## src/hw/rtl/tasp_pkg.sv

```systemverilog
// ----------------------------------------------------------------------------
// tasp_pkg
// Shared types and constants of the tar archive stream parser.
// ----------------------------------------------------------------------------
`default_nettype none

package tasp_pkg;

  localparam int BLOCK_BYTES = 512;
  localparam int PATH_LIMIT  = 4096;
  localparam int NAME_LIMIT  = 98;

  localparam int SIZE_OFF    = 124;
  localparam int SIZE_DIGITS = 11;
  localparam int TYPE_OFF    = 156;
  localparam int MAGIC_OFF   = 257;
  localparam int MAGIC_LEN   = 5;
  localparam int LAST_OFF    = BLOCK_BYTES - 1;

  localparam int OFF_W    = $clog2(BLOCK_BYTES);
  localparam int SIZE_W   = 33;
  localparam int CNT_W    = 7;
  localparam int PREFIX_W = 12;
  // wide enough for prefix plus name length and for the limit itself
  localparam int PATH_W   = $clog2(PATH_LIMIT + (1 << PREFIX_W) + (1 << CNT_W)) + 1;

  localparam logic [7:0] CH_DOT   = 8'h2e;
  localparam logic [7:0] CH_SLASH = 8'h2f;
  localparam logic [7:0] CH_ZERO  = 8'h30;
  localparam logic [7:0] CH_SEVEN = 8'h37;
  localparam logic [7:0] CH_FIVE  = 8'h35;
  localparam logic [7:0] CH_NUL   = 8'h00;

  localparam int FIFO_DEPTH = 4;
  localparam int FPTR_W     = $clog2(FIFO_DEPTH);
  localparam int FCNT_W     = $clog2(FIFO_DEPTH + 1);

  typedef enum logic [1:0] {
    PH_HEADER,
    PH_DATA,
    PH_PAD,
    PH_DONE
  } phase_t;

  typedef enum logic [2:0] {
    ST_OK,
    ST_TRUNC,
    ST_BAD_SIZE,
    ST_NAME_LONG,
    ST_PATH_LIMIT
  } status_t;

  typedef enum logic {
    KIND_ENTRY,
    KIND_FINISH
  } kind_t;

  typedef struct packed {
    kind_t              kind;
    status_t            status;
    logic [7:0]         entry_type;
    logic               is_directory;
    logic [SIZE_W-1:0]  file_size;
    logic [CNT_W-1:0]   name_length;
    logic               last_of_run;
  } res_t;

  // up to two results come out of one byte
  typedef struct packed {
    logic [1:0] cnt;
    res_t       r0;
    res_t       r1;
  } push_t;

  function automatic logic [7:0] magic_char(input logic [2:0] idx);
    logic [7:0] c;
    c = 8'h00;
    unique case (idx)
      3'd0:    c = 8'h75;
      3'd1:    c = 8'h73;
      3'd2:    c = 8'h74;
      3'd3:    c = 8'h61;
      3'd4:    c = 8'h72;
      default: c = 8'h00;
    endcase
    return c;
  endfunction

endpackage

`default_nettype wire

```

## src/hw/rtl/tasp_parser.sv

```systemverilog
// ----------------------------------------------------------------------------
// tasp_parser
// Per-byte header/data/padding walker; emits up to two results per byte.
// ----------------------------------------------------------------------------
`default_nettype none

module tasp_parser
  import tasp_pkg::*;
(
  input  wire logic                clk,
  input  wire logic                rst_n,
  input  wire logic                cfg_wr_en,
  input  wire logic [PREFIX_W-1:0] cfg_wr_data,
  input  wire logic                in_valid,
  input  wire logic [7:0]          in_byte,
  input  wire logic                in_fin,
  output push_t                    push
);

  phase_t              phase_r, phase_nxt;
  logic [OFF_W-1:0]    off_r, off_nxt, off_inc;
  logic [PREFIX_W-1:0] prefix_r;
  logic [SIZE_W-1:0]   acc_r, acc_h;
  logic                bad_r, bad_h;
  logic                magic_r, magic_h;
  logic [7:0]          type_r, type_h;
  logic                dot_r, dot_h;
  logic [CNT_W-1:0]    cnt_r, cnt_h;
  logic                ended_r, ended_h;
  logic                slash_r, slash_h;
  logic [SIZE_W-1:0]   rem_r, rem_nxt, rem_dec;

  logic                prefix_over;
  logic                hdr_use;
  logic [CNT_W-1:0]    conc_cnt, conc_len;
  logic                conc_slash;
  logic [7:0]          conc_type;
  logic [SIZE_W-1:0]   conc_size;
  logic                conc_long, conc_path, conc_fail;
  status_t             conc_st;
  logic                do_desc, do_fin;
  status_t             fin_st;
  res_t                desc_res, fin_res;

  assign prefix_over = PATH_W'(prefix_r) >= PATH_W'(PATH_LIMIT);
  assign hdr_use = in_valid && (phase_r == PH_HEADER) && !((off_r == '0) && prefix_over);
  assign off_inc = off_r + OFF_W'(1);
  assign rem_dec = rem_r - SIZE_W'(rem_r != '0);

  // header field capture, applied to the state as of this byte
  always_comb begin
    acc_h   = acc_r;
    bad_h   = bad_r;
    magic_h = magic_r;
    type_h  = type_r;
    dot_h   = dot_r;
    cnt_h   = cnt_r;
    ended_h = ended_r;
    slash_h = slash_r;
    if (off_r == '0) begin
      acc_h   = '0;
      bad_h   = 1'b0;
      magic_h = 1'b1;
      type_h  = '0;
      dot_h   = (in_byte == CH_DOT);
      cnt_h   = '0;
      ended_h = 1'b0;
      slash_h = 1'b0;
    end
    if ((off_r == OFF_W'(1)) && dot_r && (in_byte == CH_SLASH)) begin
      // leading "./" restarts the name
      cnt_h   = '0;
      ended_h = 1'b0;
      slash_h = 1'b0;
    end else if (!ended_h && (cnt_h < CNT_W'(NAME_LIMIT))) begin
      if (in_byte == CH_NUL) begin
        ended_h = 1'b1;
      end else begin
        cnt_h   = cnt_h + CNT_W'(1);
        slash_h = (in_byte == CH_SLASH);
      end
    end
    if ((off_r >= OFF_W'(SIZE_OFF)) && (off_r < OFF_W'(SIZE_OFF + SIZE_DIGITS))) begin
      if ((in_byte < CH_ZERO) || (in_byte > CH_SEVEN)) begin
        bad_h = 1'b1;
      end else begin
        acc_h = {acc_h[SIZE_W-4:0], in_byte[2:0]};
      end
    end
    if (off_r == OFF_W'(TYPE_OFF)) begin
      type_h = in_byte;
    end
    if ((off_r >= OFF_W'(MAGIC_OFF)) && (off_r < OFF_W'(MAGIC_OFF + MAGIC_LEN))) begin
      if (in_byte != magic_char(3'(off_r - OFF_W'(MAGIC_OFF)))) begin
        magic_h = 1'b0;
      end
    end
  end

  // entry conclusion: name checks and descriptor fields
  always_comb begin
    if (phase_r == PH_HEADER) begin
      conc_cnt   = cnt_h;
      conc_slash = slash_h;
      conc_type  = type_h;
      conc_size  = acc_h;
    end else begin
      conc_cnt   = cnt_r;
      conc_slash = slash_r;
      conc_type  = type_r;
      conc_size  = acc_r;
    end
  end

  assign conc_len  = conc_cnt - CNT_W'((conc_cnt != '0) && conc_slash);
  assign conc_long = conc_cnt >= CNT_W'(NAME_LIMIT);
  assign conc_path = (PATH_W'(prefix_r) + PATH_W'(conc_len)) >= PATH_W'(PATH_LIMIT);
  assign conc_fail = conc_long || conc_path;
  assign conc_st   = conc_long ? ST_NAME_LONG : ST_PATH_LIMIT;

  // next state
  always_comb begin
    phase_nxt = phase_r;
    off_nxt   = off_r;
    do_desc   = 1'b0;
    do_fin    = 1'b0;
    fin_st    = ST_OK;
    if (in_valid) begin
      unique case (phase_r)
        PH_HEADER: begin
          if ((off_r == '0) && prefix_over) begin
            do_fin = 1'b1;
            fin_st = ST_PATH_LIMIT;
          end else if (off_r != OFF_W'(LAST_OFF)) begin
            if (in_fin) begin
              do_fin = 1'b1;
              fin_st = ST_TRUNC;
            end else begin
              off_nxt = off_inc;
            end
          end else if (!magic_h) begin
            do_fin = 1'b1;
            fin_st = ST_OK;
          end else if (bad_h) begin
            do_fin = 1'b1;
            fin_st = ST_BAD_SIZE;
          end else if (acc_h == '0) begin
            off_nxt = '0;
            if (conc_fail) begin
              do_fin = 1'b1;
              fin_st = conc_st;
            end else begin
              do_desc = 1'b1;
              do_fin  = in_fin;
            end
          end else if (in_fin) begin
            do_fin = 1'b1;
            fin_st = ST_TRUNC;
          end else begin
            phase_nxt = PH_DATA;
            off_nxt   = '0;
          end
        end
        PH_DATA: begin
          off_nxt = off_inc;
          if (rem_dec != '0) begin
            if (in_fin) begin
              do_fin = 1'b1;
              fin_st = ST_TRUNC;
            end
          end else if (conc_fail) begin
            do_fin = 1'b1;
            fin_st = conc_st;
          end else begin
            do_desc = 1'b1;
            if (in_fin) begin
              do_fin = 1'b1;
            end else begin
              phase_nxt = (off_inc == '0) ? PH_HEADER : PH_PAD;
            end
          end
        end
        PH_PAD: begin
          off_nxt = off_inc;
          if (in_fin) begin
            do_fin = 1'b1;
          end else if (off_inc == '0) begin
            phase_nxt = PH_HEADER;
          end
        end
        PH_DONE: begin
          if (in_fin) begin
            phase_nxt = PH_HEADER;
            off_nxt   = '0;
          end
        end
        default: begin
          phase_nxt = PH_HEADER;
          off_nxt   = '0;
        end
      endcase
      if (do_fin) begin
        phase_nxt = in_fin ? PH_HEADER : PH_DONE;
        off_nxt   = '0;
      end
    end
  end

  always_comb begin
    rem_nxt = rem_r;
    if (in_valid && (phase_r == PH_HEADER) && (phase_nxt == PH_DATA)) begin
      rem_nxt = acc_h;
    end else if (in_valid && (phase_r == PH_DATA)) begin
      rem_nxt = rem_dec;
    end
  end

  // outputs
  always_comb begin
    desc_res.kind         = KIND_ENTRY;
    desc_res.status       = ST_OK;
    desc_res.entry_type   = conc_type;
    desc_res.is_directory = (conc_type == CH_FIVE);
    desc_res.file_size    = conc_size;
    desc_res.name_length  = conc_len;
    desc_res.last_of_run  = !do_fin;

    fin_res.kind         = KIND_FINISH;
    fin_res.status       = fin_st;
    fin_res.entry_type   = '0;
    fin_res.is_directory = 1'b0;
    fin_res.file_size    = '0;
    fin_res.name_length  = '0;
    fin_res.last_of_run  = 1'b1;

    push.cnt = 2'(do_desc) + 2'(do_fin);
    push.r0  = do_desc ? desc_res : fin_res;
    push.r1  = fin_res;
  end

  always_ff @(posedge clk) begin
    if (!rst_n) begin
      phase_r  <= PH_HEADER;
      off_r    <= '0;
      prefix_r <= '0;
      acc_r    <= '0;
      bad_r    <= 1'b0;
      magic_r  <= 1'b1;
      type_r   <= '0;
      dot_r    <= 1'b0;
      cnt_r    <= '0;
      ended_r  <= 1'b0;
      slash_r  <= 1'b0;
      rem_r    <= '0;
    end else begin
      phase_r <= phase_nxt;
      off_r   <= off_nxt;
      rem_r   <= rem_nxt;
      if (cfg_wr_en) begin
        prefix_r <= cfg_wr_data;
      end
      if (hdr_use) begin
        acc_r   <= acc_h;
        bad_r   <= bad_h;
        magic_r <= magic_h;
        type_r  <= type_h;
        dot_r   <= dot_h;
        cnt_r   <= cnt_h;
        ended_r <= ended_h;
        slash_r <= slash_h;
      end
    end
  end

  a_data_pending: assert property (@(posedge clk) disable iff (!rst_n)
    (phase_r == PH_DATA) |-> (rem_r != '0))
    else $error("data phase with nothing left to consume");

  a_pair_order: assert property (@(posedge clk) disable iff (!rst_n)
    (push.cnt == 2'd2) |-> (push.r0.kind == KIND_ENTRY) && (push.r1.kind == KIND_FINISH)
                           && in_fin)
    else $error("two results from one byte must be descriptor then finish");

  a_no_push_idle: assert property (@(posedge clk) disable iff (!rst_n)
    !in_valid |-> (push.cnt == 2'd0) && (phase_nxt == phase_r))
    else $error("parser moved without a byte");

  a_name_bound: assert property (@(posedge clk) disable iff (!rst_n)
    cnt_r <= CNT_W'(NAME_LIMIT))
    else $error("name count beyond limit");

endmodule

`default_nettype wire

```

## src/hw/rtl/tasp_result_fifo.sv

```systemverilog
// ----------------------------------------------------------------------------
// tasp_result_fifo
// Small result queue; takes up to two results a cycle, gives one.
// ----------------------------------------------------------------------------
`default_nettype none

module tasp_result_fifo
  import tasp_pkg::*;
(
  input  wire logic clk,
  input  wire logic rst_n,
  input  push_t     push,
  output logic      room,
  output logic      out_valid,
  input  wire logic out_ready,
  output res_t      out_res
);

  res_t              mem [FIFO_DEPTH];
  logic [FPTR_W-1:0] wr_ptr_r, wr_ptr_nxt;
  logic [FPTR_W-1:0] rd_ptr_r, rd_ptr_nxt;
  logic [FCNT_W-1:0] count_r, count_nxt;
  logic              pop;

  assign room      = count_r <= FCNT_W'(FIFO_DEPTH - 2);
  assign out_valid = count_r != '0;
  assign out_res   = mem[rd_ptr_r];
  assign pop       = out_valid && out_ready;

  assign wr_ptr_nxt = wr_ptr_r + FPTR_W'(push.cnt);
  assign rd_ptr_nxt = rd_ptr_r + FPTR_W'(pop);
  assign count_nxt  = count_r + FCNT_W'(push.cnt) - FCNT_W'(pop);

  always_ff @(posedge clk) begin
    if (push.cnt != 2'd0) begin
      mem[wr_ptr_r] <= push.r0;
    end
    if (push.cnt == 2'd2) begin
      mem[wr_ptr_r + FPTR_W'(1)] <= push.r1;
    end
  end

  always_ff @(posedge clk) begin
    if (!rst_n) begin
      wr_ptr_r <= '0;
      rd_ptr_r <= '0;
      count_r  <= '0;
    end else begin
      wr_ptr_r <= wr_ptr_nxt;
      rd_ptr_r <= rd_ptr_nxt;
      count_r  <= count_nxt;
    end
  end

  a_no_overflow: assert property (@(posedge clk) disable iff (!rst_n)
    (push.cnt != 2'd0) |-> (count_r + FCNT_W'(push.cnt) <= FCNT_W'(FIFO_DEPTH)))
    else $error("result queue overflow");

  a_ptr_gap: assert property (@(posedge clk) disable iff (!rst_n)
    (count_r != FCNT_W'(FIFO_DEPTH)) |->
      (FPTR_W'(wr_ptr_r - rd_ptr_r) == FPTR_W'(count_r)))
    else $error("queue pointers disagree with fill count");

  a_pop_drains: assert property (@(posedge clk) disable iff (!rst_n)
    (pop && (push.cnt == 2'd0)) |=> (count_r == $past(count_r) - FCNT_W'(1)))
    else $error("pop did not drain one entry");

endmodule

`default_nettype wire

```

## src/hw/rtl/tar_archive_stream_parser.sv

```systemverilog
// ----------------------------------------------------------------------------
// tar_archive_stream_parser
// Streaming ustar archive walker: one archive byte in, entry descriptors and
// archive-finished results out.
// ----------------------------------------------------------------------------
// Takes one archive byte per clock cycle while in_tready is high. Each byte
// is held in an input register, walked through the header/data/padding
// logic combinationally, and any results go into a four-entry result queue,
// so both the input register and the queue lie between a byte and its result.
// Most bytes produce no result; a byte that ends an entry and the archive at
// once produces two (descriptor then finish), which the queue drains one per
// cycle while the output is taken. The input side stalls only while the
// queue holds fewer than two free entries, so the sustained rate is one byte
// per cycle whenever the output is taken. prefix_length is to be written
// via cfg_wr_en/cfg_wr_data between archives; the block does not enforce it.
`default_nettype none

module tar_archive_stream_parser
  import tasp_pkg::*;
(
  input  wire logic                clk,
  input  wire logic                rst_n,
  input  wire logic                cfg_wr_en,
  input  wire logic [PREFIX_W-1:0] cfg_wr_data,   // prefix_length
  input  wire logic                in_tvalid,
  output logic                     in_tready,
  input  wire logic [7:0]          in_tdata,      // [7:0] data_byte
  input  wire logic                in_tlast,      // final_byte
  output logic                     out_tvalid,
  input  wire logic                out_tready,
  // [2:0] status, [10:3] entry_type, [11] is_directory, [44:12] file_size,
  // [51:45] name_length, [55:52] zero
  output logic [55:0]              out_tdata,
  output logic                     out_tuser,     // kind
  output logic                     out_tlast      // last_of_run
);

  logic       in_v_r;
  logic [7:0] in_byte_r;
  logic       in_fin_r;
  logic       room;
  logic       advance;
  push_t      push;
  res_t       out_res;

  assign advance   = in_v_r && room;
  assign in_tready = !in_v_r || room;

  always_ff @(posedge clk) begin
    if (!rst_n) begin
      in_v_r <= 1'b0;
    end else if (in_tready) begin
      in_v_r <= in_tvalid;
    end
  end

  always_ff @(posedge clk) begin
    if (in_tready && in_tvalid) begin
      in_byte_r <= in_tdata;
      in_fin_r  <= in_tlast;
    end
  end

  tasp_parser u_parser (
    .clk         (clk),
    .rst_n       (rst_n),
    .cfg_wr_en   (cfg_wr_en),
    .cfg_wr_data (cfg_wr_data),
    .in_valid    (advance),
    .in_byte     (in_byte_r),
    .in_fin      (in_fin_r),
    .push        (push)
  );

  tasp_result_fifo u_fifo (
    .clk       (clk),
    .rst_n     (rst_n),
    .push      (push),
    .room      (room),
    .out_valid (out_tvalid),
    .out_ready (out_tready),
    .out_res   (out_res)
  );

  assign out_tdata = {4'b0000, out_res.name_length, out_res.file_size,
                      out_res.is_directory, out_res.entry_type, out_res.status};
  assign out_tuser = out_res.kind;
  assign out_tlast = out_res.last_of_run;

  a_hold_when_stalled: assert property (@(posedge clk) disable iff (!rst_n)
    (in_v_r && !room) |=> (in_v_r && $stable(in_byte_r) && $stable(in_fin_r)))
    else $error("held byte lost while queue was full");

  a_push_needs_byte: assert property (@(posedge clk) disable iff (!rst_n)
    (push.cnt != 2'd0) |-> advance)
    else $error("result produced without a byte");

  a_finish_is_last: assert property (@(posedge clk) disable iff (!rst_n)
    (out_tvalid && (out_res.kind == KIND_FINISH)) |-> out_res.last_of_run)
    else $error("finish result not marked last");

endmodule

`default_nettype wire
```

## config.mk

```make
export PLATFORM = sky130hd
export DESIGN_NAME = tar_archive_stream_parser
export DESIGN_NICKNAME = d
export VERILOG_FILES = /design/src/hw/rtl/tasp_pkg.sv /design/src/hw/rtl/tasp_parser.sv /design/src/hw/rtl/tasp_result_fifo.sv /design/src/hw/rtl/tar_archive_stream_parser.sv
export SDC_FILE = /design/constraint.sdc
export NUM_CORES = 1
export LEC_CHECK = 0
export ABC_AREA = 1
export BUFFER_PORTS_ARGS = -buffer_cell sky130_fd_sc_hd__buf_2
export CAP_MARGIN = 20
export CELL_PAD_IN_SITES_DETAIL_PLACEMENT = 0
export CELL_PAD_IN_SITES_GLOBAL_PLACEMENT = 1
export CORE_ASPECT_RATIO = 0.7
export CORE_UTILIZATION = 45
export CTS_CLUSTER_DIAMETER = 150
export CTS_CLUSTER_SIZE = 16
export DETAILED_ROUTE_END_ITERATION = 8
export GPL_TIMING_DRIVEN = 1
export PLACE_DENSITY_LB_ADDON = 0.1
export SYNTH_ARGS = -nofsm -noshare
export SYNTH_HDL_FRONTEND = slang
export SYNTH_SLANG_ARGS = --single-unit
```

## constraint.sdc

```tcl
create_clock -name clk -period 8.85 [get_ports clk]
set_input_delay 0.885 -clock clk [delete_from_list [all_inputs] [get_ports clk]]
set_output_delay 0.885 -clock clk [all_outputs]
set_load 0.01 [all_outputs]
```

; ---- Word-level counts from Yosys, hierarchy flattened
; Memory sizes are Yosys's and may differ from the RTL's. A register that Yosys moved wholly into a read port is not among the register bits.
; Cells that the tools add are included.
[word_totals]
mem_count = 1
elab_cells = 186
ff_bits = 126
ram_bits = 216
[classes]
mux = 91
add_sub_neg = 12
order_cmp = 10
n_reduce_logical = 33
n_eq_ne = 21
[mem_list]
columns = name, words, width, read_ports, rd_ports_with_merged_regs, wr, line
row1 = u_fifo.mem, 4, 54, 1, 1, 2, tasp_result_fifo.sv:19  ; res_t mem [FIFO_DEPTH];
[ops]
columns = op, count
row1 = $mux 33, 6
row2 = $mux 9, 8
row3 = $reduce_bool 33->1, 2
row4 = $mux 54, 1
row5 = $mux 1, 37
row6 = $mux 7, 5
row7 = $pmux 7 s5, 1
row8 = $logic_not 33->1, 1
row9 = $sub 33x1->33, 1
row10 = $mux 2, 16
row11 = $mux 8, 4
row12 = $pmux 9 s3, 1
row13 = $eq 8x6->1 const B, 3
row14 = $mux 3, 8
row15 = $logic_not 9->1, 2
row16 = $ge 15x13->1 const B, 1
row17 = $add 12x7->13, 1
row18 = $logic_and 1x1->1, 12
row19 = $add 9x1->9 const B, 1
row20 = $eq 9x1->1 const B, 1
row21 = $eq 9x8->1 const B, 1
row22 = $ge 9x7->1 const B, 1
row23 = $ge 9x9->1 const B, 1
row24 = $lt 9x8->1 const B, 1
row25 = other kinds (41), 51

; ---- Longest topological paths before layout
[logic_depth]
word_depth = 25
mapped_depth = 48

; ---- By module
; From an unflattened synthesis, not the netlist that was laid out.
[unflattened]
cells_unflattened = 2716
hier_area_um2 = 20709.9
[by_module_without_submodules]
columns = module, instances, cells_per_inst, area_each_um2, seq_area_each_um2
row1 = tasp_result_fifo, 1, 1116, 10736.5, 6626.4
row2 = tasp_parser, 1, 1577, 9610.5, 2182.1
row3 = tar_archive_stream_parser, 1, 23, 362.8, 290.3

; ---- Least setup slack after synthesis
; OpenSTA, ideal clock, no wires.
[synth_timing]
path_kind = reg-to-reg
from = register u_parser.off_r[0]
to = memory u_fifo.mem[3][41] (netlist bit)
stages_incl_launch_ff = 47
n_path_buf = 5
t_required_ps = 8721
synth_period_minus_slack_ps = 6353
arrival_ps = 6224
setup_time_ps = 129
slack_ps = 2497
cell_sequence = dfxtp_1 -> inv_1 -> ha_1 -> nand2_1 -> nor2_4 -> nand2_4 -> buf_6 -> buf_2 -> clkbuf_1 -> nand2_1 -> inv_1 -> ha_1 -> nand3_2 -> nor2_2 -> nand3_1 -> nand2_1 -> nand3_1 -> nand2_1 -> [11 not listed] -> nor4_1 -> a21o_1 -> inv_1 -> nand3_1 -> nand2_1 -> nand2_1 -> nand2_2 -> nor2_1 -> inv_1 -> ha_1 -> nor3_1 -> inv_1 -> nand2_1 -> inv_1 -> clkbuf_1 -> clkbuf_1 -> nand2_1 -> o21ai_0
[synth_rtl]
columns = item, line
row1 = start: declaration, tasp_parser.sv:21  ; logic [OFF_W-1:0] off_r, off_nxt, off_inc;
row2 = start signal: assignment, tasp_parser.sv:257  ; off_r <= off_nxt;
row3 = end: declaration, tasp_result_fifo.sv:19

==> results by group <==
Synthesis
  • Synth top area cells: dfxtp_1, nand2_1, o21ai_0
  • Mux cell area share after synthesis: 0%
  • Mapped Cells: 2603
  • Netlist Area Pre-Place: 0.01757 mm²
  • Synth Area in XOR/XNOR: 1.446%
  • Post-Synth Simple-Gate Area: 27.68%
  • Post-Synth Adder-Cell Area: 2.649%
  • Top cell type's share of synthesized area: 36.58%
  • Number of flops mapped to enable cells by yosys: 21
  • Synth Area in Compound Gates: 19.60%
  • Yosys warnings: 0
  • Ys async rst share: 0%
  • Predominant post-synthesis flop cell: dfxtp_1
  • Register area share after synthesis: 40.17%
  • Mean Syn Cell Area: 6.750 µm²
  • Largest family of logic cells by synthesized area: simple AND/OR/NAND/NOR gates
  • Synth area leader: dfxtp_1
  • Synth cell types: 52
  • Register bit count reported by yosys: 342

Route
  • Routed wl met3: 2.906 mm
  • Post-Route WL: 53.84 mm
  • Highest routing layer actually used: met4
  • WL met2: 22.95 mm
  • Antenna Nets Post-Route: 0
  • Pre-Repair DR Iteration Count: 6
  • Average wire per standard cell: 17.27 µm
  • Residual DRC count: 0
  • Met1 WL: 26.72 mm
  • Vias: 16940
  • DRT iter0 DRCs: 1491
  • Routed vias/inst: 5.435

Power and ir drop
  • LEAKAGE: 0.007816 µW
  • Switching Fraction: 45.14%
  • Clock power frac: 20.1%
  • Cell Int Power: 2931 µW
  • PD cells: 283.8 mW/mm²
  • Tot Pwr: 5342 µW
  • Reg power frac: 34.0%
  • Net Sw Power: 2411 µW
  • Gate power share: 46.0%
  • Worst vdd ir: 0.0001769 V

Die
  • Initial Utilization: 45.71%
  • Site Rows: 60
  • IO Count: 86
  • Die ar.: 0.03985 mm²
  • Die width: 238.2 µm
  • Die Y: 167.3 µm
  • Placeable core area: 0.03844 mm²

Timing
  • Final max-slew violation count: 0
  • Min Tclk post-route: 7954 ps
  • Final Skew: 21.74 ps
  • Setup violators final: 0
  • Setup TNS Final: 0 ps
  • Fmax: 0.1257 GHz
  • Final hold slack: 453.6 ps
  • Final setup margin: 896.0 ps
  • RSZ-0062 raised after global routing: false
  • Fin crit share: 89.88%
  • Final Hold Viols: 0
  • Worst Tran Pin Value: 983.3 ps
  • Slew HR: 33.94%

Clock network
  • Total CTS buffers: 25
  • CTS sink count: 342
  • Worst-skew pair later-pin latency: 560 ps
  • CTS tree: built
  • CTS Hold Buffers Added: 0
  • Clock transition at path regs: 80 ps
  • Clock root buffer: clkbuf_16
  • Max clock buf depth: 3
  • PostCTS Resize Cnt: 0
  • H-tree depth: 1
  • Post-CTS Setup Bufs: 0

Setup path
  • Cell family with most CP delay: simple AND/OR/NAND/NOR gates
  • WP depth: 43
  • Endpoint class of the critical path: flop
  • Crit path buf inv count: 8
  • CP max FO: 51
  • Max incr delay on CP: 470 ps
  • Reg2reg end: u_fifo.mem[3][37]$_SDFFE_PP0P_
  • Worst path slowest cell: dfxtp_1
  • Worst Path Required: 9250 ps
  • R2R depth: 43
  • Crit path launch: u_parser.off_r[0]$_SDFFE_PN0P_
  • CP Capture Point: u_fifo.mem[3][37]$_SDFFE_PP0P_
  • R2R Path Start: u_parser.off_r[0]$_SDFFE_PN0P_
  • Crit-path most repeated cell: nand2_1
  • CP Class: flop to flop
  • R2r setup slk: 900 ps
  • Worst setup SP type: flop
  • Worst EP arrival: 8350 ps

Worst hold path
  • HP Class: flop to flop
  • Hold Startpoint: u_fifo.mem[3][53]$_SDFFE_PP1P_

Layout
  • Commonest non-fill, non-tap cell in the layout: nand2_1
  • Area grow syn2layout: 7.129%
  • Most frequent cells in the layout: nand2_1, o21ai_0, dfxtp_1
  • Fill cell count: 4087
  • Share of post-route cells with drive strength above 1: 7.529%
  • Ant. Diodes: 0
  • # nets final: 2647

Place
  • DPL Wire Length: 36.03 mm
  • Final Wtd Congestion: 0.9294
  • Dpl ws: 1037 ps
  • Port bufs: 81

GRT
  • Vias in the first global route: 15300
  • Global-route wire length before repair: 84.90 mm
  • Largest net degree at the start of global routing: 75
  • Initial antenna violation count: 0
  • GRT overflow: 0
  • GRT Total Usage: 26.45%

Run status
  • Status: finished, final reports clean

Job
  • MaxCap Viol Count: 0
==> kinds of logic (layout without fill, tap and decap cells) <==
kind of cell	Yosys count	after routing
AND/OR/NAND/NOR	1175	1175
AO/OA/AOI/OAI	654	654
buffers and inverters	366	350
flip-flops	342	342
adder cells (fa/ha/maj)	36	36
XOR/XNOR	29	29
other	1	4
==> final cells by class <==
type / count / area [µm²] / area share [%]
clock buffers: 31 / 648.1 / 3.443
clock inverters: 1 / 11.26 / 0.05983
inverters: 215 / 807.0 / 4.288
multi-input cells: 1898 / 9051 / 48.09
flip-flops and latches: 342 / 7062 / 37.52
well taps: 527 / 659.4 / 3.503
repair buffers: 103 / 583.1 / 3.098
==> per-stage QoR <==
stage	area (µm²)	cells	utilization [%]
floorplan	17580	2606	-
global placement	18140	3084	47.20
detailed placement	18140	3084	47.20
CTS	18800	3116	48.92
global route	18820	3117	48.97
finish	18820	3117	48.97
==> how the worst min path moves through the flow <==
| stage | to | slack [ps] | cells after the start |
|---|---|---|---|
| 3_3_place_gp | u_fifo.mem[1][13]$_SDFFE_PP0P_ | 430 | 2 |
| 4_1_cts | u_fifo.mem[1][53]$_SDFFE_PP1P_ | 460 | 2 |
| 3_5_place_dp | u_fifo.mem[2][31]$_SDFFE_PP0P_ | 440 | 2 |
| 6_report | u_fifo.mem[3][53]$_SDFFE_PP1P_ | 450 | 2 |
| 5_1_grt | u_fifo.mem[2][53]$_SDFFE_PP1P_ | 470 | 2 |
| 2_1_floorplan | u_fifo.mem[1][53]$_SDFFE_PP1P_ | 420 | 2 |
==> power groups by stage <==
stage / Clock, µW / Combinational (µW) / Sequential [µW]
final: 1070 / 2460 / 1810
after global placement: 0 / 2410 / 1840
after floorplan: 0 / 1770 / 1780
after detailed placement: 0 / 2420 / 1850
after global routing: 1160 / 2750 / 1830
after CTS: 1100 / 2430 / 1810
==> cells in the mapped netlist, drive strengths merged (8+ instances only) <==
cell type	instances
a211oi	10
a21oi	106
buf	40
clkbuf	111
dfxtp	321
edfxtp	21
ha	34
inv	213
nand2	670
nand3	129
nand4	25
nor2	309
nor3	17
o211ai	8
o21ai	466
o22ai	55
or2	12
xnor2	9
xor2	20
==> worst min-delay path, delay by kind of cell, from the launching register on <==
kind             cells  cell delay [ps]
flip-flops           1              310
AND/OR/NAND/NOR      2              100
==> sequential cells by signal, summed over array words and instances, names as in the netlist, 2 cells and up <==
signal / flops
u_parser.rem_r: 33
u_parser.prefix_r: 12
u_fifo.count_r: 3
u_parser.type_r: 8
u_fifo.rd_ptr_r: 2
u_parser.cnt_r: 7
in_byte_r: 8
u_parser.off_r: 9
u_parser.phase_r: 2
u_fifo.wr_ptr_r: 2
u_parser.acc_r: 33
u_fifo.mem: 216
==> per-layer routing <==
metal  global-route usage [%]  up-vias
met5                        0        -
met4                    6.717        0
met3                    3.066       65
met2                    40.08      474
met1                    39.59     7930
li1                         -     8471
(Power assumes the default switching activity.)
